[src/mec_pkg.sv]
package mec_pkg;

  // sequencer states
  typedef enum logic [2:0] {
    ST_IDLE,
    ST_MUL,
    ST_TEST,
    ST_COLOUR,
    ST_DIV,
    ST_DONE
  } state_t;

  // configuration register indexes
  localparam logic CFG_MAX_ITER = 1'b0;
  localparam logic CFG_RADIUS   = 1'b1;

  localparam int unsigned ZW      = 32;
  localparam int unsigned RADIUS_W = 36;

  // colour numerator weights
  localparam longint unsigned K_BASE  = 40000;
  localparam longint unsigned K_RED   = 128033;
  localparam longint unsigned K_GRN_U = 42964;
  localparam longint unsigned K_GRN_V = 38059;
  localparam longint unsigned K_BLUE  = 425596;

  // control from the sequencer to the multiplier
  typedef struct packed {
    logic start;
  } mul_ctl_t;

endpackage

[src/mec_if.sv]
interface mec_in_if;
  logic               valid;
  logic               ready;
  logic signed [31:0] c_real;
  logic signed [31:0] c_imag;
  modport source (output valid, c_real, c_imag, input ready);
  modport sink   (input valid, c_real, c_imag, output ready);
endinterface

interface mec_out_if;
  logic        valid;
  logic        ready;
  logic [15:0] iteration_count;
  logic        in_set;
  logic [7:0]  red;
  logic [7:0]  green;
  logic [7:0]  blue;
  modport source (output valid, iteration_count, in_set, red, green, blue, input ready);
  modport sink   (input valid, iteration_count, in_set, red, green, blue, output ready);
endinterface

[src/mec_sermul.sv]
// Shift-add signed multiplier, one multiplier bit per cycle.
module mec_sermul (
  input  logic               clk,
  input  logic               rst_n,
  input  mec_pkg::mul_ctl_t  ctl,
  input  logic signed [31:0] a,
  input  logic signed [31:0] b,
  output logic               done,
  output logic signed [63:0] p
);
  logic signed [63:0] acc_r, acc_nxt;
  logic        [31:0] mb_r, mb_nxt;
  logic signed [63:0] ma_r, ma_nxt;
  logic        [5:0]  cnt_r, cnt_nxt;
  logic               busy_r, busy_nxt;

  // one partial product per cycle; the sign bit has negative weight
  always_comb begin
    acc_nxt  = acc_r;
    mb_nxt   = mb_r;
    ma_nxt   = ma_r;
    cnt_nxt  = cnt_r;
    busy_nxt = busy_r;
    if (ctl.start) begin
      acc_nxt  = '0;
      mb_nxt   = b;
      ma_nxt   = 64'(a);
      cnt_nxt  = '0;
      busy_nxt = 1'b1;
    end else if (busy_r) begin
      if (mb_r[0]) begin
        if (cnt_r == 6'd31) acc_nxt = acc_r - ma_r;
        else                acc_nxt = acc_r + ma_r;
      end
      mb_nxt  = mb_r >> 1;
      ma_nxt  = ma_r <<< 1;
      cnt_nxt = cnt_r + 6'd1;
      if (cnt_r == 6'd31) busy_nxt = 1'b0;
    end
  end

  always_ff @(posedge clk) begin
    if (!rst_n) begin
      busy_r <= 1'b0;
      cnt_r  <= '0;
    end else begin
      busy_r <= busy_nxt;
      cnt_r  <= cnt_nxt;
    end
    acc_r <= acc_nxt;
    mb_r  <= mb_nxt;
    ma_r  <= ma_nxt;
  end

  assign done = busy_r && (cnt_r == 6'd31);
  assign p    = acc_nxt;
endmodule

[src/mec_serdiv.sv]
// Restoring divider, one quotient bit per cycle; quotient saturated to 8 bits.
module mec_serdiv (
  input  logic        clk,
  input  logic        rst_n,
  input  logic        start,
  input  logic [63:0] num,
  input  logic [39:0] den,
  output logic        done,
  output logic [7:0]  q
);
  logic [63:0] n_r, n_nxt;
  logic [40:0] rem_r, rem_nxt;
  logic [63:0] q_r, q_nxt;
  logic [6:0]  cnt_r, cnt_nxt;
  logic        busy_r, busy_nxt;
  logic [39:0] den_r;
  logic [40:0] trial;

  always_comb begin
    n_nxt    = n_r;
    rem_nxt  = rem_r;
    q_nxt    = q_r;
    cnt_nxt  = cnt_r;
    busy_nxt = busy_r;
    trial    = {rem_r[39:0], n_r[63]};
    if (start) begin
      n_nxt    = num;
      rem_nxt  = '0;
      q_nxt    = '0;
      cnt_nxt  = '0;
      busy_nxt = 1'b1;
    end else if (busy_r) begin
      n_nxt = n_r << 1;
      if (trial >= {1'b0, den_r}) begin
        rem_nxt = trial - {1'b0, den_r};
        q_nxt   = {q_r[62:0], 1'b1};
      end else begin
        rem_nxt = trial;
        q_nxt   = {q_r[62:0], 1'b0};
      end
      cnt_nxt = cnt_r + 7'd1;
      if (cnt_r == 7'd63) busy_nxt = 1'b0;
    end
  end

  always_ff @(posedge clk) begin
    if (!rst_n) begin
      busy_r <= 1'b0;
      cnt_r  <= '0;
    end else begin
      busy_r <= busy_nxt;
      cnt_r  <= cnt_nxt;
    end
    n_r   <= n_nxt;
    rem_r <= rem_nxt;
    q_r   <= q_nxt;
    if (start) den_r <= den;
  end

  assign done = busy_r && (cnt_r == 7'd63);
  assign q    = (q_nxt > 64'd255) ? 8'hFF : q_nxt[7:0];
endmodule

[src/mandelbrot_escape_color.sv]
// Channel | Direction | Payload
// in_     | sink      | c_real, c_imag (Q4.28)
// out_    | source    | iteration_count, in_set, red, green, blue
// cfg_    | write     | 0 max_iterations, 1 escape_radius_squared
// One point at a time. Each update takes three serial products (zr*zi, zr*zr,
// zi*zi), each preceded by a start strobe, and one test; then three serial
// divisions for the colour when the point escapes.
// Synchronous active-low reset; registers return to 256 and 2^30.
// A new point is taken while a result waits; a finished point holds until the
// output register is free.
module mandelbrot_escape_color #(
  parameter int unsigned FRAC_BITS   = 28,
  parameter int unsigned COUNT_WIDTH = 16
) (
  input  logic        clk,
  input  logic        rst_n,
  mec_in_if.sink      in_ch,
  mec_out_if.source   out_ch,
  input  logic        cfg_we,
  input  logic        cfg_index,
  input  logic [35:0] cfg_data
);
  localparam logic [COUNT_WIDTH-1:0] CMASK = {COUNT_WIDTH{1'b1}};

  mec_pkg::state_t st_r, st_nxt;
  logic [COUNT_WIDTH-1:0] maxit_r;
  logic [35:0]            rad_r;
  logic signed [31:0]     cr_r, ci_r, zr_r, zi_r, ma, mb;
  logic signed [63:0]     rr_r, ii_r, prod;
  logic [COUNT_WIDTH-1:0] cnt_r;
  logic [1:0]             ph_r;
  logic                   over_r, mdone, mstart, ddone, dstart;
  logic                   mkick_r, mkick_nxt, oload;
  mec_pkg::mul_ctl_t      mctl;
  logic [7:0]             dq, red_r, grn_r, blu_r;
  logic [7:0]             ored_r, ogrn_r, oblu_r;
  logic [15:0]            ocnt_r;
  logic                   oset_r, ovld_r;
  logic signed [64:0]     nr_w, ni_w, magx;
  logic [63:0]            mag;
  logic signed [63:0]     dr, dn;
  logic signed [47:0]     nred, ngrn, nblu;
  logic [63:0]            dnum;
  logic [39:0]            dden;
  logic [COUNT_WIDTH:0]   cnt_inc;

  // configuration writes
  always_ff @(posedge clk) begin
    if (!rst_n) begin
      maxit_r <= COUNT_WIDTH'(256) & CMASK;
      rad_r   <= 36'd1073741824;
    end else if (cfg_we) begin
      unique case (cfg_index)
        mec_pkg::CFG_MAX_ITER: maxit_r <= COUNT_WIDTH'(cfg_data[15:0]);
        mec_pkg::CFG_RADIUS:   rad_r   <= cfg_data;
        default: ;
      endcase
    end
  end

  // operand selection per product phase: 0 zr*zr, 1 zi*zi, 2 zr*zi
  always_comb begin
    unique case (ph_r)
      2'd0:    begin ma = zr_r; mb = zr_r; end
      2'd1:    begin ma = zi_r; mb = zi_r; end
      default: begin ma = zr_r; mb = zi_r; end
    endcase
  end

  assign mctl.start = mstart;
  mec_sermul u_mul (.clk, .rst_n, .ctl(mctl), .a(ma), .b(mb), .done(mdone), .p(prod));

  // update arithmetic from the three products (ri is prod in phase 2)
  assign dr   = rr_r - ii_r;
  assign nr_w = 65'(dr >>> FRAC_BITS) + 65'(cr_r);
  assign ni_w = 65'(prod >>> (FRAC_BITS - 1)) + 65'(ci_r);
  assign magx = 65'(rr_r) + 65'(ii_r);
  assign mag  = 64'(magx);
  assign cnt_inc = {1'b0, cnt_r} + 1'b1;

  // colour numerators: 2n-m in signed arithmetic
  assign dn   = 64'(2 * {48'd0, cnt_r}) - 64'({48'd0, maxit_r});
  assign nred = 48'(255 * (64'(mec_pkg::K_BASE) * 64'(maxit_r) - 64'(mec_pkg::K_RED) * dn));
  assign ngrn = 48'(255 * (64'(mec_pkg::K_BASE) * 64'(maxit_r)
                  - 64'(mec_pkg::K_GRN_U) * dn + 64'(mec_pkg::K_GRN_V) * dn));
  assign nblu = 48'(255 * (64'(mec_pkg::K_BASE) * 64'(maxit_r) + 64'(mec_pkg::K_BLUE) * dn));
  assign dden = 40'(200000 * 64'(maxit_r));

  always_comb begin
    unique case (ph_r)
      2'd0:    dnum = nred[47] ? 64'd0 : 64'(nred);
      2'd1:    dnum = ngrn[47] ? 64'd0 : 64'(ngrn);
      default: dnum = nblu[47] ? 64'd0 : 64'(nblu);
    endcase
  end

  mec_serdiv u_div (.clk, .rst_n, .start(dstart), .num(dnum), .den(dden),
                    .done(ddone), .q(dq));

  // a finished point moves to the output register once it is free
  assign oload = (st_r == mec_pkg::ST_DONE) && (!ovld_r || out_ch.ready);

  // next state
  always_comb begin
    st_nxt = st_r;
    unique case (st_r)
      mec_pkg::ST_IDLE:   if (in_ch.valid) st_nxt = mec_pkg::ST_TEST;
      mec_pkg::ST_MUL:    if (mdone && ph_r == 2'd1) st_nxt = mec_pkg::ST_TEST;
      mec_pkg::ST_TEST: begin
        if (over_r || (mag >> FRAC_BITS) > 64'(rad_r) || cnt_r >= maxit_r) begin
          if (cnt_r == maxit_r) st_nxt = mec_pkg::ST_DONE;
          else                  st_nxt = mec_pkg::ST_COLOUR;
        end else begin
          st_nxt = mec_pkg::ST_MUL;
        end
      end
      mec_pkg::ST_COLOUR: st_nxt = mec_pkg::ST_DIV;
      mec_pkg::ST_DIV:    if (ddone) st_nxt = (ph_r == 2'd2) ? mec_pkg::ST_DONE
                                                            : mec_pkg::ST_COLOUR;
      mec_pkg::ST_DONE:   if (oload) st_nxt = mec_pkg::ST_IDLE;
      default:            st_nxt = mec_pkg::ST_IDLE;
    endcase
  end

  // multiplier start is registered, so it arrives together with the updated operands
  assign mkick_nxt = ((st_r == mec_pkg::ST_TEST) && (st_nxt == mec_pkg::ST_MUL)) ||
                     ((st_r == mec_pkg::ST_MUL) && mdone && (ph_r != 2'd1));

  // unit start strobes
  always_comb begin
    mstart = mkick_r;
    dstart = 1'b0;
    unique case (st_r)
      mec_pkg::ST_COLOUR: dstart = 1'b1;
      default: ;
    endcase
  end

  assign in_ch.ready = (st_r == mec_pkg::ST_IDLE);

  // datapath registers
  always_ff @(posedge clk) begin
    if (!rst_n) begin
      st_r    <= mec_pkg::ST_IDLE;
      ovld_r  <= 1'b0;
      ph_r    <= '0;
      mkick_r <= 1'b0;
    end else begin
      st_r    <= st_nxt;
      mkick_r <= mkick_nxt;
      if (oload) ovld_r <= 1'b1;
      else if (out_ch.valid && out_ch.ready) ovld_r <= 1'b0;
      unique case (st_r)
        mec_pkg::ST_IDLE: if (in_ch.valid && in_ch.ready) begin
          cr_r <= in_ch.c_real; ci_r <= in_ch.c_imag;
          zr_r <= '0; zi_r <= '0; cnt_r <= '0; over_r <= 1'b0;
          rr_r <= '0; ii_r <= '0;
        end
        mec_pkg::ST_MUL: if (mdone) begin
          unique case (ph_r)
            2'd0: begin rr_r <= prod; ph_r <= 2'd1; end
            2'd1: ii_r <= prod;
            default: begin
              cnt_r <= COUNT_WIDTH'(cnt_inc);
              if (nr_w > 65'sd2147483647 || nr_w < -65'sd2147483648 ||
                  ni_w > 65'sd2147483647 || ni_w < -65'sd2147483648) begin
                over_r <= 1'b1;
              end else begin
                zr_r <= 32'(nr_w); zi_r <= 32'(ni_w);
              end
              ph_r <= 2'd0;
            end
          endcase
        end
        mec_pkg::ST_TEST: if (st_nxt == mec_pkg::ST_COLOUR) begin
          ph_r <= 2'd0;
        end else if (st_nxt == mec_pkg::ST_MUL) begin
          ph_r <= 2'd2;
        end
        mec_pkg::ST_DIV: if (ddone) begin
          unique case (ph_r)
            2'd0:    red_r <= dq;
            2'd1:    grn_r <= dq;
            default: blu_r <= dq;
          endcase
          ph_r <= ph_r + 2'd1;
        end
        mec_pkg::ST_DONE: if (oload) begin
          ocnt_r <= 16'(cnt_r);
          oset_r <= (cnt_r == maxit_r);
          if (cnt_r == maxit_r) begin
            ored_r <= '0; ogrn_r <= '0; oblu_r <= '0;
          end else begin
            ored_r <= red_r; ogrn_r <= grn_r; oblu_r <= blu_r;
          end
        end
        default: ;
      endcase
    end
  end

  assign out_ch.valid           = ovld_r;
  assign out_ch.iteration_count = ocnt_r;
  assign out_ch.in_set          = oset_r;
  assign out_ch.red             = ored_r;
  assign out_ch.green           = ogrn_r;
  assign out_ch.blue            = oblu_r;
endmodule
[src/flat_wrapper.sv]
// flat-port wrapper written by rule: the top's interface ports become plain ports
module mandelbrot_escape_color_flat 
#(
  parameter int unsigned FRAC_BITS   = 28,
  parameter int unsigned COUNT_WIDTH = 16
)
  (clk, rst_n, cfg_we, cfg_index, cfg_data, in_ch_valid, in_ch_c_real, in_ch_c_imag, in_ch_ready, out_ch_valid, out_ch_iteration_count, out_ch_in_set, out_ch_red, out_ch_green, out_ch_blue, out_ch_ready);
  mec_in_if in_ch_i ();
  mec_out_if out_ch_i ();
  input  logic clk;
  input  logic rst_n;
  input  logic cfg_we;
  input  logic cfg_index;
  input  logic [35:0] cfg_data;
  input wire logic [$bits(in_ch_i.valid)-1:0] in_ch_valid;
  input wire logic [$bits(in_ch_i.c_real)-1:0] in_ch_c_real;
  input wire logic [$bits(in_ch_i.c_imag)-1:0] in_ch_c_imag;
  output wire logic [$bits(in_ch_i.ready)-1:0] in_ch_ready;
  output wire logic [$bits(out_ch_i.valid)-1:0] out_ch_valid;
  output wire logic [$bits(out_ch_i.iteration_count)-1:0] out_ch_iteration_count;
  output wire logic [$bits(out_ch_i.in_set)-1:0] out_ch_in_set;
  output wire logic [$bits(out_ch_i.red)-1:0] out_ch_red;
  output wire logic [$bits(out_ch_i.green)-1:0] out_ch_green;
  output wire logic [$bits(out_ch_i.blue)-1:0] out_ch_blue;
  input wire logic [$bits(out_ch_i.ready)-1:0] out_ch_ready;
  assign in_ch_i.valid = in_ch_valid;
  assign in_ch_i.c_real = in_ch_c_real;
  assign in_ch_i.c_imag = in_ch_c_imag;
  assign in_ch_ready = in_ch_i.ready;
  assign out_ch_valid = out_ch_i.valid;
  assign out_ch_iteration_count = out_ch_i.iteration_count;
  assign out_ch_in_set = out_ch_i.in_set;
  assign out_ch_red = out_ch_i.red;
  assign out_ch_green = out_ch_i.green;
  assign out_ch_blue = out_ch_i.blue;
  assign out_ch_i.ready = out_ch_ready;
  mandelbrot_escape_color #(.FRAC_BITS(FRAC_BITS), .COUNT_WIDTH(COUNT_WIDTH)) u_core (.clk(clk), .rst_n(rst_n), .in_ch(in_ch_i), .out_ch(out_ch_i), .cfg_we(cfg_we), .cfg_index(cfg_index), .cfg_data(cfg_data));
endmodule
[config.mk]
export PLATFORM = sky130hd
export DESIGN_NAME = mandelbrot_escape_color_flat
export DESIGN_NICKNAME = d
export VERILOG_FILES = /design/src/mec_pkg.sv /design/src/mec_if.sv /design/src/mec_sermul.sv /design/src/mec_serdiv.sv /design/src/mandelbrot_escape_color.sv /design/src/flat_wrapper.sv
export SDC_FILE = /design/constraint.sdc
export NUM_CORES = 2
export LEC_CHECK = 0
export ABC_CLOCK_PERIOD_IN_PS = 36600
export BUFFER_PORTS_ARGS = -buffer_cell sky130_fd_sc_hd__buf_4
export CAP_MARGIN = 40
export CORE_MARGIN = 10
export CORE_UTILIZATION = 45
export DETAILED_ROUTE_END_ITERATION = 6
export GPL_TIMING_DRIVEN = 0
export PLACE_DENSITY = 0.57
export SLEW_MARGIN = 0
export SYNTH_ARGS = -nofsm -noshare
export SYNTH_HDL_FRONTEND = slang
export SYNTH_SLANG_ARGS = --single-unit
[constraint.sdc]
create_clock -name clk -period 36.6 [get_ports clk]
set_input_delay 3.66 -clock clk [delete_from_list [all_inputs] [get_ports clk]]
set_output_delay 3.66 -clock clk [all_outputs]
set_load 0.02 [all_outputs]
==> flow_summary.ini <==
[final_layout]
post-route-util_pct = 49.34
antenna_cells = 0
multi_input_area_sq_mm = 0.07355
seqCellArea_sq_mm = 0.02064
n_fill_cell = 21200
final_nets = 13820
layout.cells.non_filler = 14310
layout-drive-gt1-share_pct = 5.258
syn_to_final_growth_pct = 9.227

[placement]
portBuffers = 147
dp_hpwl_microns = 270700
dp_cells = 14160
place_congestion = 0.9465

[sta]
setup_tns_ns = 0
finalHoldViolCount = 0
skew_ns = 0.03703
drv_slew = 0
max_freq_mhz = 41.37
finalSetupViolCount = 0
period_share_pct = 66.05
fin_crit_ns = 24.17
rsz0062_at_grt = no
worst_pin_slew_ns = 1.077
worst_hold_slack_ns = 0.4699
maxSlewHeadroom_pct = 27.47

[floorplanning]
io_pins = 149
die-height_microns = 497.4
core_sq_mm = 0.2271
rows = 175
die_x_microns = 497.4
die_area_sq_mm = 0.2474
start_util_pct = 45.17

[detailed_routing]
detail-route-antenna-nets = 0
via_per_inst = 5.472
drc = 0
first_pass_iters = 6
wl_per_cell_microns = 22.15
drt_wl_total_microns = 316900
vias = 78290
drtIter0Drc = 6009

[clock_tree]
path_clk_slew_ns = 0.06
cts_hold_buf = 0
cts_setup_buffers = 0
cts_tree = yes
cts_root_buf = clkbuf_16
clock_latency_ns = 0.70
h-tree-depth = 3
cts_num_sinks = 768
cts_buffer_depth = 3
ctsResizeCount = 0
numCtsBuffers = 80

[synthesis]
ys_seq_area_share_pct = 20.12
synth_top_family_by_area = adder cells
yosys.area_share.xor_xnor_pct = 7.143
syn_inst = 10860
synth_seq_cells = 768
yosys_warnings = 0
synthSimpleGateAreaFrac_pct = 9.929
synth_nets = 13460
synthMuxAreaShare_pct = 1.752
yosysUniqueCellTypes = 111
ys.flop_type = edfxtp_1
synth_compound_area_share_pct = 13.71
async_reset_ff_share_pct = 0
syn_area_sq_mm = 0.1026
synth_edf_count = 526
synthAdderAreaFrac_pct = 39.00
syn_area_per_cell_sq_um = 9.442

[worst_setup_path]
critPathLaunchType = register
arrival_ns = 24.57
path_class = register to register
cp_max_fo = 41
worstRegToRegCells = 79
crit_cells = 79
cp-end-kind = register
crit_buf_inv = 23
slowest_stage = buf_1
crit_family = adder cells
critical_path.max_stage_delay_ns = 0.78
cp.required_ns = 37.00
crit_path_frequent_cell = inv_1

[hold_path]
holdCritPathClass = register to register
hold_depth = 2

[status]
outcome = finished, final reports clean

[grt]
grt.overflow.total = 0
grt_max_degree = 61
grt_pass1_vias = 80510
grt_first_pass_wirelength_microns = 488800
gr-usage-all-layers_pct = 25.26
antenna_found_initial = 3

[job]
drv_cap = 0
[final timing paths]
path                     start                    to  slack, ns
max          u_core.maxit_r[1]  u_core.u_div.n_r[46]      12.43
min           u_core.rad_r[15]      u_core.rad_r[15]       0.47
max reg2reg  u_core.maxit_r[1]  u_core.u_div.n_r[46]      12.43
min reg2reg   u_core.rad_r[15]      u_core.rad_r[15]       0.47
[synthesized netlist by cell type, types with 33 or more instances]
| cell type | count | area share, % |
|---|---|---|
| nor3_1 | 127 | 0.62 |
| mux2i_1 | 175 | 1.7 |
| a31oi_1 | 64 | 0.39 |
| or3_1 | 33 | 0.20 |
| o21ai_0 | 400 | 2.0 |
| a211oi_1 | 74 | 0.54 |
| nor2b_1 | 102 | 0.62 |
| nand3_1 | 117 | 0.57 |
| o21bai_1 | 103 | 0.75 |
| nor2_1 | 788 | 2.9 |
| o211ai_1 | 35 | 0.26 |
| edfxtp_1 | 526 | 15 |
| buf_1 | 33 | 0.12 |
| ha_1 | 1319 | 16 |
| xnor2_1 | 515 | 4.4 |
| fa_1 | 1168 | 23 |
| xor2_1 | 303 | 2.6 |
| o21a_1 | 76 | 0.56 |
| nand2_1 | 498 | 1.8 |
| inv_1 | 2005 | 7.3 |
| and2_1 | 94 | 0.57 |
| clkbuf_1 | 205 | 0.75 |
| a21boi_0 | 81 | 0.59 |
| a21oi_1 | 688 | 3.4 |
| a21o_1 | 300 | 2.2 |
| nand4_1 | 70 | 0.43 |
| dfxtp_1 | 242 | 4.7 |
| nor4_1 | 39 | 0.24 |
| and3_1 | 66 | 0.40 |
| nand2b_1 | 113 | 0.69 |
[area by class of cell]
cell class                      instances  share of cell area [%]
Clock inverter                         46                  0.4691
Multi-Input combinational cell       7829                   65.65
Clock buffer                          104                   1.987
Sequential cell                       768                   18.43
Inverter                             2008                   6.728
Timing Repair Buffer                  286                   2.458
Tap cell                             3009                   3.361
Buffer                                257                  0.9181
[registers in the layout (all words and copies together) (netlist names), 28 cells and up]
signal and flops:
u_core.ci_r 32, u_core.cr_r 32, u_core.ii_r 64, u_core.rad_r 36, u_core.rr_r 64, u_core.u_div.den_r 28, u_core.u_div.n_r 64, u_core.u_div.q_r 64
u_core.u_div.rem_r 40, u_core.u_mul.acc_r 64, u_core.u_mul.ma_r 64, u_core.u_mul.mb_r 32, u_core.zi_r 32, u_core.zr_r 32
[layer usage]
layer,vias up,GRT usage [%],part of all wire [%]
met4,2,7.133,3.4
met1,39070,36.12,47
met3,387,2.426,4.8
met2,1967,40.72,45
li1,36860,-,-
met5,-,0,0.0041
[stage by stage]
stage                     worst slack (ns)  instance area (sq um)
after global placement               6.380                 107400
after detailed placement             12.63                 109300
after floorplan                      14.64                 102600
final                                12.43                 112000
after CTS                            12.49                 112000
after global routing                 11.27                 112000
[kinds of logic after synthesis]
group | count (synthesis)
XOR/XNOR | 826
AO/OA/AOI/OAI | 2171
buffers and inverters | 2265
AND/OR/NAND/NOR | 2154
other | 1
multiplexers | 179
adder cells (fa/ha/maj) | 2498
flip-flops | 768
[worst reg2reg max path, delay by kind of cell (launching register included)]
kind                       cells  cell delay, ns
adders and majority gates     19            8.83
buffers and inverters         23            5.44
AOI/OAI and AO/OA             20            4.61
and+or+nand+nor               12            2.43
xor gates and xnor gates       5            1.91
DFF                            1            0.63
[cells in the final DEF (no fill, tap or decap), drive strengths merged, types with 77 or more instances in the layout]
| cell type | netlist | routed |
|---|---|---|
| o21ai | 428 | 428 |
| mux2i | 175 | 175 |
| ha | 1319 | 1319 |
| nand2 | 498 | 498 |
| edfxtp | 526 | 526 |
| nor3 | 132 | 132 |
| nand3 | 117 | 117 |
| o21bai | 103 | 103 |
| xnor2 | 518 | 518 |
| nor2 | 788 | 788 |
| a21o | 300 | 300 |
| fa | 1168 | 1168 |
| clkbuf | 205 | 311 |
| and2 | 94 | 94 |
| nand2b | 113 | 113 |
| inv | 2007 | 2011 |
| a21oi | 705 | 705 |
| dfxtp | 242 | 242 |
| nor2b | 102 | 102 |
| o21a | 77 | 77 |
| a21boi | 86 | 86 |
| buf | 52 | 336 |
| xor2 | 305 | 305 |
Power is not shown: default switching activity piles up to over one toggle a cycle in this logic, so the estimate is an artifact.
